## config.mk

```make
export PLATFORM = sky130hd
export DESIGN_NAME = cpts_ram
export DESIGN_NICKNAME = d
export VERILOG_FILES = /design/src/rtl/cpts_ram.sv
export SDC_FILE = /design/constraint.sdc
export NUM_CORES = 1
export LEC_CHECK = 0
export ABC_CLOCK_PERIOD_IN_PS = 1800
export BUFFER_PORTS_ARGS = -buffer_cell sky130_fd_sc_hd__buf_2
export CAP_MARGIN = 20
export CORE_MARGIN = 2
export CORE_UTILIZATION = 40
export DETAILED_ROUTE_END_ITERATION = 10
export PLACE_DENSITY = 0.53
export SYNTH_ARGS = -nofsm -noshare
export SYNTH_HDL_FRONTEND = slang
export SYNTH_SLANG_ARGS = --single-unit
```

## constraint.sdc

```tcl
create_clock -name i_clk -period 1.8 [get_ports i_clk]
set_input_delay 0.09 -clock i_clk [delete_from_list [all_inputs] [get_ports i_clk]]
set_output_delay 0.09 -clock i_clk [all_outputs]
set_load 0.005 [all_outputs]
```

## src/rtl/cpts_ram.sv

```systemverilog
module cpts_ram #(
    parameter int WIDTH = 8,
    parameter int DEPTH = 16
) (
    input  logic                     i_clk,
    input  logic                     i_we,
    input  logic [$clog2(DEPTH)-1:0] i_waddr,
    input  logic [WIDTH-1:0]         i_wdata,
    input  logic [$clog2(DEPTH)-1:0] i_raddr,
    output logic [WIDTH-1:0]         o_rdata
);

    logic [WIDTH-1:0] r_mem [DEPTH];
    logic [WIDTH-1:0] r_rdata;

    always_ff @(posedge i_clk) begin
        if (i_we) begin
            r_mem[i_waddr] <= i_wdata;
        end
        r_rdata <= r_mem[i_raddr];
    end

    assign o_rdata = r_rdata;

endmodule

```

==> impl_metrics.ini <==
[status]
status = finished clean

[synth]
synthCells = 229
ys_types = 19
synth_top_area_cell = edfxtp_1
synth_seq_cells = 136
syn_nets = 247
netlist.area_leader.share_pct = 74.7
syn_area_um2 = 5150
yosysWarningCount = 0
synth_area_per_cell_um2 = 22.5
ys_seq_area_share_pct = 77.8
synth_area_leaders = edfxtp_1, mux4_2, mux4_1

[critical_path]
path_cells = mux4_2, a22oi_1, nand2_1
crit_arrival_ns = 1.62
reg2reg_to = o_rdata[6]
start_kind = flop
crit_slowest_cell = mux4_2
critPathMaxFanout = 1
reg2reg_depth = 3
crit_path_end_kind = flop
path_buf_inv = 0
r2r_setup_slack_ns = 0.46
cpPeakStageDelay_ns = 0.47
cpLargestDelayFamily = multiplexers
r2r_start = r_mem[3][6]
required_ns = 2.08
path_class = reg2reg

[route]
drtPass1Iterations = 4
vias = 2369
drt-total-wl_um = 9680
drt_iter0_drc = 154
ant_nets = 0
via_per_inst = 5.06
drcViolationCount = 0
wl_per_cell_um = 20.7

[timing]
hold_ws_ns = 0.0622
fmax_mhz = 749
final_hold_viol_count = 0
period_needed_ns = 1.34
setup-tns-final_ns = 0
setup_viol = 0
post-route-period-util_pct = 74.2
worstMarginPinSlew_ns = 0.373
clock_skew_ns = 0.00655
rsz0062_at_grt = false
slew_headroom_pct = 75.1
slew_violations = 0

[layout]
layout_commonest_cell = edfxtp_1
fill_cells = 1051
multi_input_area_um2 = 1060
fin_cells = 468
nNetsFinal = 301
drive_gt1_share_pct = 29.7
layout_common_cells = edfxtp_1, buf_2, mux4_2, buf_4, clkbuf_16
regArea_um2 = 4000
antenna_cells = 0
design_area_um2 = 6110
area_delta_synth_final_pct = 18.8

[global_route]
grt_pass1_wl_um = 15100
grt_start_max_net_pins = 33
first_global_vias = 2557
busiest_layer = met2
track_usage_pct = 15.4
grt-ovfl-total = 0
gr-usage-met3_pct = 5.30
use_met1_pct = 20.2
antenna_found_initial = 0
grt_use_met2_pct = 23.8

[clocking]
cts_made_buffers = 17
cts_hold_buf = 0
clk_pin_slew_ns = 0.05
cts_resized = 0
htree_levels = 4
clock-sinks = 136
post_cts_buffers = 0
clk_latency_ns = 0.41
max-clock-path-buffers = 2
cts_tree = yes
clk_root_buffer_cell = clkbuf_16

[run]
maxCapViolCount = 0

[floorplan]
dieWidth_um = 117
dieArea_um2 = 13800
core.rowCount = 41
initial_core_util_pct = 41.0
core_um2 = 12600
die_h_um = 117
ios = 26

[power]
p_clk_share_pct = 44.2
intPower_mw = 5.63
net-switching-power_mw = 1.34
ir_drop_mv = 0.873
power_frac_seq_pct = 51.2
p_leak_nw = 2.07
p_comb_share_pct = 4.6
power_mw = 6.97
p_sw_share_pct = 19.3
powerDensity_nw_per_um2 = 1140

[hold_path]
min_to = r_mem[12][7]
worst_hold_path.num_cells = 1
min_from = i_wdata[7]
worstHoldPathType = in2reg

[placed_design]
globalplace.congestion = 0.680
io_buffers = 25
dpl_cell_area_um2 = 5580
dp_cells = 436
dpl.hpwl_um = 6160
-- metrics by stage --
step / setup WS [ns] / util [%]
floorplan: 0.217 / -
global placement: 0.260 / 44.4
detailed placement: 0.225 / 44.4
CTS: 0.438 / 48.6
global route: 0.371 / 48.6
finish: 0.465 / 48.6
-- power groups by stage --
| stage | combinational [mW] | sequential, mW | clock [mW] |
|---|---|---|---|
| after floorplan | 0.180 | 3.62 | 0 |
| after global placement | 0.326 | 3.63 | 0 |
| after detailed placement | 0.330 | 3.63 | 0 |
| after CTS | 0.331 | 3.57 | 3.15 |
| after global routing | 0.354 | 3.57 | 3.28 |
| final | 0.321 | 3.57 | 3.09 |
-- sequential cells by signal (all words and copies together) (netlist names) --
signal,cells
r_mem,128
o_rdata,8
-- final cells by class --
cell class	count	share of cell area, %
Sequential cell	136	65.5
Multi-Input combinational cell	83	17.3
Clock buffer	30	8.58
Timing Repair Buffer	45	4.91
Tap cell	172	3.52
Clock inverter	2	0.205
-- layer usage --
metal / up-vias / routed length, um
met5: - / 0
met1: 1231 / 4410
li1: 1079 / -
met2: 48 / 4750
met4: 0 / 125
met3: 11 / 391
-- cell usage after synthesis --
cell type	instances
nand2b_1	2
or3b_2	1
nand2_1	9
edfxtp_1	128
and2_1	1
nor2_1	13
nand3_1	1
nor3_1	4
mux4_2	18
dfxtp_1	8
a22oi_1	16
nor2b_1	1
mux4_1	14
nand3b_1	2
and2b_1	1
buf_4	1
buf_6	3
buf_2	3
clkdlybuf4s25_2	3
-- worst max path at each step --
| stage | start | to | slack [ns] | depth (start not counted) |
|---|---|---|---|---|
| 5_1_grt | r_mem[5][2] | o_rdata[2] | 0.37 | 3 |
| 2_1_floorplan | i_waddr[2] | r_mem[0][0] | 0.22 | 2 |
| 3_3_place_gp | i_raddr[0] | o_rdata[2] | 0.26 | 5 |
| 4_1_cts | r_mem[3][6] | o_rdata[6] | 0.44 | 3 |
| 6_report | r_mem[3][6] | o_rdata[6] | 0.46 | 3 |
| 3_5_place_dp | i_raddr[0] | o_rdata[2] | 0.23 | 5 |
-- cells by family (layout without fill, tap and decap cells) --
family | Yosys count | in the layout | share of synthesized area (%)
AND/OR/NAND/NOR | 35 | 35 | 3.18
multiplexers | 32 | 32 | 15.0
AO/OA/AOI/OAI | 16 | 16 | 2.33
buffers and inverters | 10 | 77 | 1.68
flip-flops | 136 | 136 | 77.8
Power figures use the tool's default switching activity.
