## config.mk

```make
export PLATFORM = sky130hd
export DESIGN_NAME = cpts_mod
export DESIGN_NICKNAME = d
export VERILOG_FILES = /design/src/rtl/cpts_pkg.sv /design/src/rtl/cpts_mod.sv
export SDC_FILE = /design/constraint.sdc
export NUM_CORES = 1
export LEC_CHECK = 0
export ABC_AREA = 1
export BUFFER_PORTS_ARGS = -buffer_cell sky130_fd_sc_hd__buf_2
export CAP_MARGIN = 20
export CORE_MARGIN = 8
export CORE_UTILIZATION = 53
export CTS_CLUSTER_SIZE = 14
export DETAILED_ROUTE_END_ITERATION = 7
export MAX_ROUTING_LAYER = met4
export PLACE_DENSITY = 0.73
export SKIP_LAST_GASP = 1
export SLEW_MARGIN = 0
export SYNTH_ARGS = -nofsm -noshare
export SYNTH_HDL_FRONTEND = slang
export SYNTH_SLANG_ARGS = --single-unit
```

## constraint.sdc

```tcl
create_clock -name i_clk -period 2.46 [get_ports i_clk]
set_clock_uncertainty 0.15 [all_clocks]
set_input_delay 0.123 -clock i_clk [delete_from_list [all_inputs] [get_ports i_clk]]
set_output_delay 0.123 -clock i_clk [all_outputs]
set_load 0.01 [all_outputs]
```

## src/rtl/cpts_pkg.sv

```systemverilog
package cpts_pkg;

    localparam int MAX_SEGMENTS = 64;
    localparam int POS_W        = 32;
    localparam int LOC_W        = 31;
    localparam int OFF_W        = 16;
    localparam int SEG_IDX_W    = $clog2(MAX_SEGMENTS);
    localparam int CNT_W        = $clog2(MAX_SEGMENTS + 1);
    localparam int CFG_IDX_W    = 2;
    localparam int CFG_DATA_W   = 31;
    localparam int STEP_W       = $clog2(POS_W);

    localparam logic CMD_LOAD    = 1'b0;
    localparam logic CMD_PROJECT = 1'b1;

    localparam logic [CFG_IDX_W-1:0] CFG_CYCLE_LENGTH = 2'd0;
    localparam logic [CFG_IDX_W-1:0] CFG_ENTRY_COUNT  = 2'd1;

    localparam logic signed [OFF_W-1:0] OFF_MIN = {1'b1, {(OFF_W-1){1'b0}}};
    localparam logic signed [OFF_W-1:0] OFF_MAX = {1'b0, {(OFF_W-1){1'b1}}};

    typedef struct packed {
        logic                     cmd;
        logic [5:0]               entry_index;
        logic [30:0]              entry_start;
        logic [30:0]              entry_end;
        logic                     entry_reversed;
        logic signed [POS_W-1:0]  pos_s;
        logic signed [OFF_W-1:0]  pos_r;
        logic signed [OFF_W-1:0]  pos_h;
    } t_in_item;

    typedef struct packed {
        logic                     hit;
        logic [5:0]               segment_index;
        logic [LOC_W-1:0]         local_s;
        logic signed [OFF_W-1:0]  local_r;
        logic signed [OFF_W-1:0]  local_h;
        logic                     reversed;
    } t_out_item;

    typedef struct packed {
        logic             rev;
        logic [LOC_W-1:0] seg_end;
        logic [LOC_W-1:0] seg_start;
    } t_seg_entry;

endpackage

```

## src/rtl/cpts_mod.sv

```systemverilog
module cpts_mod
    import cpts_pkg::*;
(
    input  logic                    i_clk,
    input  logic                    i_rst_n,
    input  logic                    i_start,
    input  logic signed [POS_W-1:0] i_pos,
    input  logic [LOC_W-1:0]        i_cyc,
    output logic                    o_done,
    output logic [LOC_W-1:0]        o_rem
);

    logic              r_busy, n_busy;
    logic              r_fix, n_fix;
    logic              r_done, n_done;
    logic              r_neg, n_neg;
    logic [POS_W-1:0]  r_mag, n_mag;
    logic [LOC_W-1:0]  r_rem, n_rem;
    logic [STEP_W-1:0] r_cnt, n_cnt;

    logic [POS_W-1:0]  w_abs;
    logic [LOC_W:0]    w_trial;
    logic [LOC_W:0]    w_diff;
    logic              w_ge;

    // magnitude of the most negative value still fits as unsigned
    assign w_abs   = i_pos[POS_W-1] ? (~i_pos + 1'b1) : i_pos;
    // restoring division, one dividend bit per cycle
    assign w_trial = {r_rem, r_mag[POS_W-1]};
    assign w_ge    = w_trial >= {1'b0, i_cyc};
    assign w_diff  = w_trial - {1'b0, i_cyc};

    always_comb begin
        n_busy = r_busy;
        n_fix  = 1'b0;
        n_done = 1'b0;
        n_neg  = r_neg;
        n_mag  = r_mag;
        n_rem  = r_rem;
        n_cnt  = r_cnt;
        if (i_start) begin
            n_busy = 1'b1;
            n_neg  = i_pos[POS_W-1];
            n_mag  = w_abs;
            n_rem  = '0;
            n_cnt  = '0;
        end else if (r_busy) begin
            n_mag = {r_mag[POS_W-2:0], 1'b0};
            n_rem = w_ge ? w_diff[LOC_W-1:0] : w_trial[LOC_W-1:0];
            n_cnt = r_cnt + 1'b1;
            if (r_cnt == STEP_W'(POS_W - 1)) begin
                n_busy = 1'b0;
                n_fix  = 1'b1;
            end
        end else if (r_fix) begin
            // floor modulo: a negative remainder moves up by the cycle length
            if (r_neg && (r_rem != '0)) begin
                n_rem = i_cyc - r_rem;
            end
            n_done = 1'b1;
        end
    end

    always_ff @(posedge i_clk) begin
        if (!i_rst_n) begin
            r_busy <= 1'b0;
            r_fix  <= 1'b0;
            r_done <= 1'b0;
        end else begin
            r_busy <= n_busy;
            r_fix  <= n_fix;
            r_done <= n_done;
        end
        r_neg <= n_neg;
        r_mag <= n_mag;
        r_rem <= n_rem;
        r_cnt <= n_cnt;
    end

    assign o_done = r_done;
    assign o_rem  = r_rem;

endmodule

```

==> summary.md, run 1 <==
| Metric | Value |
|---|---|
| Run status | `finished, final reports clean` |
| Setup violators final | `0` |
| Net Switching | `0.002243 W` |
| GR Util All Layers | `28.09%` |
| Synth async-reset ratio | `0%` |
| Routed WL | `30620 microns` |
| Share of layout cells above drive strength 1 | `17.62%` |
| Fin cells | `1967` |
| Worst setup EP type | `register` |
| Slew margin rel. | `60.45%` |
| Initial antenna violation count | `0` |
| Placed cell count | `1928` |
| Hold Violations, Final | `0` |
| Hold Path End | `r_mag[4]` |
| Largest net degree at the start of global routing | `39` |
| Sw Ratio | `40.89%` |
| IO buf count | `97` |
| Post-synthesis cell type count | `43` |
| Clock share of power | `26.1%` |
| CP Data Arrival Time | `2530 ps` |
| Hold Crit Class | `in -> reg` |
| EDFF count, synth | `33` |
| Worst path required time | `2570 ps` |
| Final Power | `0.005484 W` |
| Routed Antenna Nets | `0` |
| Fin. max-slew vios | `0` |
| Worst vdd ir | `0.0003439 V` |
| Worst path buffer plus inverter count | `2` |
| Vias per cell | `5.251` |
| Hold slack | `31.22 ps` |
| Core Area | `0.01706 sq mm` |
| Synthesized instance count | `1585` |
| Critical-path cell list | `ha_2, nand2_2, inv_2, nand2_1, nand2_1, a21oi_4, nor2_4, nor2_8, buf_4, nand2_4, nand2_1, o211ai_1, a21oi_1` |
| Clk_lat worst skew | `340 ps` |
| Setup repair after global routing missed its margin | `yes` |
| Die height | `147.1 microns` |
| Critical Path Max Stage Delay | `390 ps` |
| Worst slew pin tran | `592.5 ps` |
| 1st-iter DRT viols | `764` |
| Antenna Cells | `0` |
| Fin crit period | `2412 ps` |
| Clk pin slew, worst setup/hold paths | `60 ps` |
| Gate power share | `46.9%` |
| Main synth FF type | `dfxtp_1` |
| CTS buffer count | `9` |
| RR Endpoint | `o_rem[9]` |
| Wire per inst | `15.57 microns` |
| CP top delay family | `simple AND/OR/NAND/NOR gates` |
| Vias in the first global route | `9808` |
| Bufs on Longest Clock Path | `2` |
| Layout area overhead | `21.16%` |
| DR vias | `10330` |
| Mean Syn Cell Area | `5.745 sq um` |
| Setup TNS | `0 ps` |
| Register area share after synthesis | `19.46%` |
| I/O Pins | `98` |
| Gpl congestion | `0.9990` |
| Tcrit/Tclk final | `98.06%` |
| FF-to-FF Start | `o_rem[22]` |
| Layout Nets | `1869` |
| Pwr dens | `497.1 mW/mm^2` |
| GRT overflow | `0` |
| H-tree depth | `3` |
| Worst hold stages | `3` |
| Achievable Freq | `414.5 MHz` |
| Reg2reg path depth | `13` |
| Post-synth net total | `1717` |
| # DRC | `0` |
| Hold Path Origin | `i_pos[4]` |
| Clk sinks | `72` |
| Crit Path Max Fanout | `11` |
| Post-synthesis register bit count | `72` |
| Flop pwr share | `27.0%` |
| Die width | `147.1 microns` |
| Mapped cell area | `0.009106 sq mm` |
| Die Footprint | `0.02163 sq mm` |
| Starting Density | `53.39%` |
| Root buffer cell | `clkbuf_16` |
| Yosys warning total | `0` |
| Most used cell, CP | `nand2_1` |
| P_int | `0.003242 W` |
| First-pass GRT wire length | `48140 microns` |
| R2R setup slack | `50 ps` |
| Row Count | `48` |
| Leakage | `6.049 nW` |
| DR pass1 iterations | `5` |
| Maxcap violations | `0` |
| Worst path slowest cell | `dfxtp_2` |
| CP Launch Type | `register` |
| WS Path Type | `reg -> reg` |
| CTS tree | `done` |
| Hpwl dp | `24480 microns` |
## logic make-up after synthesis
logic type / count (synthesis) / synth area share (%)
xor+xnor: 52 / 5.001
compound gates: 187 / 11.23
simple gates: 854 / 39.82
fa+ha+maj: 66 / 9.233
buf+inv: 354 / 15.27
flops: 72 / 19.46
## timing repair
item,in CTS,in global routing
cloned,2,0
pin swaps,1,16
setup buffers,0,17
endpoints found under the setup margin,17,38
gates resized for setup,2,106
endpoints found under the hold margin,6,0
hold buffers,4,0
## worst reg2reg max path, stage by stage, from the launching register on
cell      delay, ps
dfxtp_2         390
ha_2            340
nand2_2         130
inv_2            50
nand2_1          50
nand2_1         110
a21oi_4         190
nor2_4           60
nor2_8          220
buf_4           170
nand2_4         120
nand2_1         100
o211ai_1        100
a21oi_1         180
## sequential cells by signal, summed over array words and instances (netlist names)
| register | cells |
|---|---|
| o_done | 1 |
| o_rem | 31 |
| r_busy | 1 |
| r_cnt | 5 |
| r_fix | 1 |
| r_mag | 32 |
| r_neg | 1 |
## through the flow
step	setup slack [ps]	instance area (sq um)	util [%]
floorplan	185.4	9106	-
global placement	23.29	10140	59.46
detailed placement	-59.15	10140	59.46
CTS	27.79	10540	61.77
global route	-94.08	11030	64.69
finish	47.61	11030	64.69
## cell usage after synthesis (20+ instances only)
master	count	area, sq um
edfxtp_1	33	991.0
a21oi_1	70	350.3
clkbuf_1	20	75.07
nand4_1	21	131.4
ha_1	64	800.8
nand3_1	143	715.7
inv_1	313	1175
dfxtp_1	39	780.8
nor2_1	122	457.9
xor2_1	37	324.1
nand2_1	511	1918
o21ai_0	75	375.4
## routing by layer
metal | global-route usage (%) | up-vias | wire, microns | share of wire, %
li1 | - | 5307 | - | -
met1 | 34.86 | 4560 | 13250 | 43
met2 | 45.28 | 382 | 14280 | 47
met3 | 3.630 | 80 | 1887 | 6.2
met4 | 11.88 | 0 | 1201 | 3.9
met5 | - | - | 0 | 0
## cell type report
type / instances / area (sq um)
Multi-Input combinational cell: 1161 / 6292
Fill cell: 1668 / 6023
Sequential cell: 72 / 1792
Inverter: 318 / 1197
Timing Repair Buffer: 175 / 1150
Tap cell: 225 / 281.5
Clock buffer: 9 / 225.2
Clock inverter: 7 / 95.09
## worst max-delay path by stage
stage                      to  cells after the start      start  slack [ps]
floorplan           o_rem[25]                     17   o_rem[0]         190
global placement    o_rem[17]                     16  r_mag[31]          20
detailed placement  o_rem[20]                     16  r_mag[31]         -60
CTS                 o_rem[30]                     16  o_rem[22]          30
global route        o_rem[13]                     15   o_rem[7]         -90
finish               o_rem[9]                     13  o_rem[22]          50
## power groups by stage
stage / registers, W / logic (W) / clock network [W]
floorplan: 0.00150 / 0.00162 / 0
detailed placement: 0.00149 / 0.00234 / 0
CTS: 0.00147 / 0.00237 / 0.00144
global route: 0.00149 / 0.00287 / 0.00149
global placement: 0.00149 / 0.00233 / 0
finish: 0.00148 / 0.00257 / 0.00143
## cells in the final DEF, fill, tap and decap left out, types with 3 or more instances in the layout
master         instances
nor2_1               111
buf_6                  3
dlygate4sd3_1          4
o21ai_1               16
nand2_2               24
clkbuf_16              9
xor2_1                37
ha_4                   7
nor3_1                16
nor2_4                 6
edfxtp_1              33
a21oi_1               58
ha_2                  11
nand3b_1               6
buf_2                 97
o211ai_1               9
a21oi_2               16
a31oi_1               11
inv_1                309
dfxtp_1               23
nand3_1              137
o21ai_0               68
clkinvlp_4             4
xnor2_1               15
nor2_2                11
nand3_2                6
nand2_8                3
nor4_1                 9
nand4_1               21
inv_2                  7
ha_1                  46
nand2_1              497
dfxtp_2               16
buf_12                 4
buf_4                 66
(Power assumes the default switching activity.)
==> inputs of run 2 (changes only) <==
- clock period: 2.46 -> 2.45 ns (I/O delays scaled with it)
==> summary.md, run 2 (same netlist as run 1, synthesis figures left out) <==
| Metric | Value |
|---|---|
| Leading cell type in the layout, fill and taps excluded | `nand2_1` |
| Vias per cell | `5.240 (-0.22%)` |
| DR pass1 iterations | `5 (unchanged)` |
| Achievable Freq | `418.4 MHz (+0.94%)` |
| P_int | `0.003357 W (+3.6%)` |
| I/O Pins | `98 (unchanged)` |
| Setup violators final | `0 (unchanged)` |
| Gpl congestion | `1.028 (+2.9%)` |
| WS Path Type | `reg -> reg` |
| R2R setup slack | `60 ps (about the same)` |
| Routed WL | `30090 microns (-1.7%)` |
| Pwr dens | `508.6 mW/mm^2 (+2.3%)` |
| Clk_lat worst skew | `340 ps (about the same)` |
| Top reg by flops | `r_mag` |
| FF-to-FF Start | `r_mag[31]` |
| IO buf count | `97 (unchanged)` |
| Vias in the first global route | `9671 (-1.4%)` |
| H-tree depth | `3 (unchanged)` |
| Fillers | `1667 (-0.060%)` |
| GRT overflow | `0 (unchanged)` |
| Layout Nets | `1862 (-0.37%)` |
| Maxcap violations | `0 (unchanged)` |
| Setup ws final | `60.01 ps (+12.40 ps)` |
| CTS tree | `done` |
| Commonest cells after routing, fill and taps aside | `nand2_1 (500), inv_1 (310), nand3_1 (137)` |
| 1st-iter DRT viols | `776 (+1.6%)` |
| Setup repair after global routing missed its margin | `yes` |
| GR Util All Layers | `27.70% (-0.39 points)` |
| CTS buffer count | `9 (unchanged)` |
| Gate power share | `45.5% (-1.4 points)` |
| Slew margin rel. | `56.25% (-4.2 points)` |
| Core Area | `0.01706 sq mm (unchanged)` |
| Max reg flops | `32 (unchanged)` |
| Area of placed instances | `0.01014 sq mm (unchanged)` |
| Row Count | `48 (unchanged)` |
| Root buffer cell | `clkbuf_16` |
| Finished Cell Area | `0.01095 sq mm (-0.77%)` |
| Leakage | `6.073 nW (+0.39%)` |
| Clk sinks | `72 (unchanged)` |
| First-pass GRT wire length | `47420 microns (-1.5%)` |
| Tcrit/Tclk final | `97.55% (-0.51 points)` |
| Hold Crit Class | `in -> reg` |
| Wire per inst | `15.35 microns (-1.4%)` |
| Critical Path Source | `r_mag[31]` |
| Starting Density | `53.39% (unchanged)` |
| Share of layout cells above drive strength 1 | `16.25% (-1.4 points)` |
| RR Endpoint | `o_rem[2]` |
| Worst setup EP type | `register` |
| Die Footprint | `0.02163 sq mm (unchanged)` |
| Net Switching | `0.002211 W (-1.4%)` |
| Fin. max-slew vios | `0 (unchanged)` |
| Run status | `finished, final reports clean` |
| Hold Violations, Final | `0 (unchanged)` |
| Flop pwr share | `26.8% (-0.2 points)` |
| Routed Antenna Nets | `0 (unchanged)` |
| Worst vdd ir | `0.0003267 V (-5.0%)` |
| Pre-CTS setup slack | `-106.9 ps (-47.71 ps)` |
| Largest net degree at the start of global routing | `45 (+15%)` |
| Reg2reg path depth | `17 (+4)` |
| CP Launch Type | `register` |
| DR vias | `10270 (-0.57%)` |
| Clk pin slew, worst setup/hold paths | `60 ps (about the same)` |
| CP Data Arrival Time | `2480 ps (-50 ps)` |
| Die height | `147.1 microns (unchanged)` |
| Clock share of power | `27.7% (+1.6 points)` |
| Fin crit period | `2390 ps (-22.40 ps)` |
| Final Power | `0.005569 W (+1.5%)` |
| Worst path required time | `2540 ps (-30 ps)` |
| # DRC | `0 (unchanged)` |
| Die width | `147.1 microns (unchanged)` |
| Worst setup path end | `o_rem[2]` |
| Sw Ratio | `39.71% (-1.2 points)` |
| Bufs on Longest Clock Path | `2 (unchanged)` |
| Hpwl dp | `24360 microns (-0.48%)` |
| Worst hold stages | `1 (-2)` |
| Initial antenna violation count | `0 (unchanged)` |
| Antenna Cells | `0 (unchanged)` |
| Crit Path Max Fanout | `11 (unchanged)` |
| Worst slew pin tran | `655.3 ps (+62.76 ps)` |
| Layout area overhead | `20.23%` |
-- run 2: changes by cell type in the layout (fill, tap and decap cells not counted), moves of 4 or more --
cell,delta
nand2_4,+4
buf_4,-6
a21oi_2,-9
clkinvlp_4,-4
nand2_2,-5
o21ai_0,+4
o21ai_1,-4
a21oi_1,+10
-- run 2: how the worst min path moves through the flow --
stage	start	endpoint	slack [ps]
6_report	i_pos[31]	r_neg	20
3_3_place_gp	i_rst_n	r_busy	220
5_1_grt	i_pos[31]	r_neg	20
3_5_place_dp	i_rst_n	r_busy	220
2_1_floorplan	i_pos[31]	r_neg	70
4_1_cts	i_pos[31]	r_neg	10
-- run 2: stage by stage --
stage	setup TNS (ps)	utilization [%]	hold slack, ps	instances
after floorplan	0	-	71.37	1585
after global placement	-128.5	59.46	223.3	1928
after detailed placement	-1068	59.46	222.5	1928
after CTS	0	61.96	11.08	1950
after global routing	-1141	64.19	21.02	1960
final	0	64.19	22.10	1960
-- run 2: power by group through the flow --
stage               Sequential (W)  Clock [W]  Combinational, W
global route               0.00150    0.00161           0.00281
finish                     0.00149    0.00155           0.00253
CTS                        0.00148    0.00156           0.00238
detailed placement         0.00150          0           0.00234
global placement           0.00150          0           0.00233
floorplan                  0.00150          0           0.00162
-- run 2: area by class of cell --
type | instances | area [sq um] | area share [%]
Clock inverter | 4 | 72.57 | 0.6629
Multi-Input combinational cell | 1162 | 6228 | 56.89
Tap cell | 225 | 281.5 | 2.571
Sequential cell | 72 | 1792 | 16.37
Clock buffer | 12 | 279.0 | 2.549
Inverter | 318 | 1194 | 10.90
Timing Repair Buffer | 167 | 1101 | 10.06
-- run 2: timing repair --
action                                 in CTS  in global routing
endpoints found under the hold margin       6                  0
cloned                                      2                  2
pin swaps                                   1                 13
gates resized for setup                     3                 78
hold buffers                                4                  0
setup endpoints to repair                  28                 37
buffers inserted                            0                  8
-- run 2: critical path, cell delays in order, from the launching register on --
cell	delay, ps
edfxtp_1	360
inv_2	60
ha_4	160
fa_2	370
inv_2	80
nand2_2	50
nand2_2	70
nand3_2	90
nand2_4	100
nand2_4	70
nand3_4	80
nand2_8	110
nand2_4	190
nand2_1	90
nand3_1	80
nand3_1	70
nand2_1	70
inv_1	30
-- run 2: per-layer routing --
metal / vias up / share of wire (%) / global-route usage (%) / wire length (microns)
met5: - / 0 / - / 0
met4: 0 / 3.5 / 10.86 / 1061
met3: 61 / 6.7 / 2.891 / 2021
met2: 399 / 46 / 44.61 / 13930
met1: 4528 / 43 / 35.14 / 13080
li1: 5282 / - / - / -
==> inputs of run 3 (changes only) <==
==> constraint.sdc (replaced) <==
create_clock -name i_clk -period 2.45 [get_ports i_clk]
set_clock_uncertainty 0.15 [all_clocks]
set_input_delay 0.6125 -clock i_clk [delete_from_list [all_inputs] [get_ports i_clk]]
set_output_delay 0.6125 -clock i_clk [all_outputs]
set_load 0.01 [all_outputs]
==> summary.md, run 3 (same netlist as run 1, synthesis figures left out) <==
| Metric | Value |
|---|---|
| Worst path required time | `2520 ps (-20 ps)` |
| Clk pin slew, worst setup/hold paths | `60 ps (about the same)` |
| Worst setup EP type | `register` |
| Hold Buf Count CTS | `0 (-4)` |
| Row Count | `48 (unchanged)` |
| WS Path Type | `reg -> reg` |
| Met2 WL | `15230 microns (+9.3%)` |
| Hold Crit Class | `reg -> reg` |
| Layout Nets | `2003 (+7.6%)` |
| CTS tree | `done` |
| Gate power share | `50.7% (+5.2 points)` |
| Setup repair after global routing missed its margin | `yes` |
| CP Launch Type | `register` |
| GR Util All Layers | `28.82% (+1.1 points)` |
| Worst hold stages | `2 (+1)` |
| H-tree depth | `3 (unchanged)` |
| Bufs on Longest Clock Path | `2 (unchanged)` |
| Final Power | `0.005972 W (+7.2%)` |
| Commonest cells after routing, fill and taps aside | `nand2_1 (493), inv_1 (310), buf_4 (203)` |
| Hold slack | `292.3 ps (+270.2 ps)` |
| Leakage | `6.754 nW (+11%)` |
| Sw Ratio | `39.71% (about the same)` |
| Top Layer Used | `met4` |
| Flop pwr share | `25.2% (-1.6 points)` |
| Routed Antenna Nets | `0 (unchanged)` |
| Pwr dens | `489.5 mW/mm^2 (-3.8%)` |
| Met1 WL | `13720 microns (+5.0%)` |
| Critical-path cell list | `inv_2, ha_4, fa_2, inv_2, nand2_2, nand2_2, nand3_2, nand2_4, nand2_4, nand3_4, nand2_8, buf_4, nand2_4, nand2_1, o211ai_1, a21oi_1` |
| Hold Path End | `o_done` |
| Hold Path Origin | `r_fix` |
| # DRC | `0 (unchanged)` |
| Antenna Cells | `0 (unchanged)` |
| Violated checks | `setup timing` |
| P_int | `0.003600 W (+7.2%)` |
| Most used cell, CP | `nand2_4` |
| Vias in the first global route | `10570 (+9.3%)` |
| Setup violators final | `2 (+2)` |
| IO buf count | `97 (unchanged)` |
| Critical Path Max Stage Delay | `400 ps (+30 ps)` |
| I/O Pins | `98 (unchanged)` |
| CP Data Arrival Time | `2530 ps (+50 ps)` |
| Vias per cell | `5.259 (+0.37%)` |
| Die Footprint | `0.02163 sq mm (unchanged)` |
| Net Switching | `0.002371 W (+7.2%)` |
| Routed WL | `32160 microns (+6.9%)` |
| Hold Violations, Final | `0 (unchanged)` |
| Starting Density | `53.39% (unchanged)` |
| Reg2reg path depth | `16 (-1)` |
| Setup ws final | `-9.645 ps (-69.65 ps)` |
| Fin. max-slew vios | `0 (unchanged)` |
| Core Area | `0.01706 sq mm (unchanged)` |
| DR pass1 iterations | `5 (unchanged)` |
| CTS buffer count | `9 (unchanged)` |
| Max reg flops | `32 (unchanged)` |
| 1st-iter DRT viols | `710 (-8.5%)` |
| Met3 Wirelength | `1973 microns (-2.4%)` |
| Root buffer cell | `clkbuf_16` |
| Worst slew pin tran | `470.5 ps (-184.8 ps)` |
| Pre-CTS setup slack | `-387.9 ps (-281.0 ps)` |
| Initial antenna violation count | `0 (unchanged)` |
| Leading cell type in the layout, fill and taps excluded | `nand2_1` |
| DR vias | `11050 (+7.6%)` |
| Run status | `complete, but fails checks` |
| First-pass GRT wire length | `50000 microns (+5.4%)` |
| GRT overflow | `0 (unchanged)` |
| Wire per inst | `15.31 microns (-0.29%)` |
| Die height | `147.1 microns (unchanged)` |
| Setup TNS | `-9.937 ps (-9.937 ps)` |
| RR Endpoint | `o_rem[9]` |
| Worst path slowest cell | `edfxtp_1` |
| Layout area overhead | `33.97%` |
| Slew margin rel. | `68.34% (+12 points)` |
| Clk_lat worst skew | `340 ps (about the same)` |
| Die width | `147.1 microns (unchanged)` |
| Worst vdd ir | `0.0003080 V (-5.7%)` |
| Largest net degree at the start of global routing | `47 (+4.4%)` |
| Fin crit period | `2460 ps (+69.65 ps)` |
| R2R setup slack | `-10 ps (-70 ps)` |
| Gpl congestion | `0.9697 (-5.7%)` |
| Maxcap violations | `0 (unchanged)` |
| Top reg by flops | `r_mag` |
| Crit Path Max Fanout | `7 (-4)` |
| Hpwl dp | `25320 microns (+3.9%)` |
| Share of layout cells above drive strength 1 | `23.88% (+7.6 points)` |
| FF-to-FF Start | `r_mag[31]` |
| Clk sinks | `72 (unchanged)` |
| Tcrit/Tclk final | `100.4% (+2.8 points)` |
| Achievable Freq | `406.6 MHz (-2.8%)` |
| Clock share of power | `24.1% (-3.6 points)` |
run 3: cell count changes in the layout (fill, tap and decap cells not counted), moves of 6 or more:
cell     before  now
a21oi_1      68   62
buf_4        60  203
ha_1         49   41
ha_4          6   19
nand2_1     500  493
nand2_2      19   26
run 3: worst max-delay path by stage:
stage | from | to | slack, ps
floorplan | i_cyc[0] | o_rem[25] | 30
global placement | i_cyc[10] | o_rem[25] | -370
detailed placement | i_cyc[10] | o_rem[25] | -390
CTS | r_mag[31] | o_rem[25] | -20
global route | r_mag[31] | o_rem[15] | -140
finish | r_mag[31] | o_rem[9] | -10
run 3: worst max-delay path: cells and delay by family, from the launching register on:
kind	cells	cell delay (ps)
simple gates	9	760
fa+ha+maj	2	530
flops	1	400
buf+inv	3	320
compound gates	2	180
run 3: what timing repair did:
item / 4_1_cts / 5_1_grt
setup endpoints to repair: 6 / 33
gates resized for setup: 1 / 102
pin swaps: 1 / 18
setup buffers: 0 / 7
gates cloned: 1 / 3
run 3: layout make-up:
cell class	instances	area (sq um)
Tap cell	225	281.5
Clock inverter	6	92.59
Multi-Input combinational cell	1162	6451
Inverter	318	1194
Timing Repair Buffer	308	2161
Sequential cell	72	1790
Fill cell	1472	4857
Clock buffer	10	229.0
run 3: power by group through the flow:
stage | logic (W) | clock network (W) | registers (W)
floorplan | 0.00163 | 0 | 0.00150
global placement | 0.00271 | 0 | 0.00150
detailed placement | 0.00274 | 0 | 0.00151
CTS | 0.00277 | 0.00145 | 0.00148
global route | 0.00333 | 0.00150 | 0.00152
finish | 0.00303 | 0.00144 | 0.00150
run 3: per-stage QoR:
step	utilization [%]	cells	cell area [sq um]
final	71.52	2101	12200
after floorplan	-	1585	9111
after global routing	71.52	2101	12200
after detailed placement	65.99	2074	11260
after CTS	67.97	2091	11590
after global placement	65.99	2074	11260
run 3: layer usage:
layer / GRT usage, % / vias up
li1: - / 5564
met5: - / -
met3: 3.291 / 89
met1: 35.37 / 4977
met2: 47.41 / 420
met4: 11.78 / 0
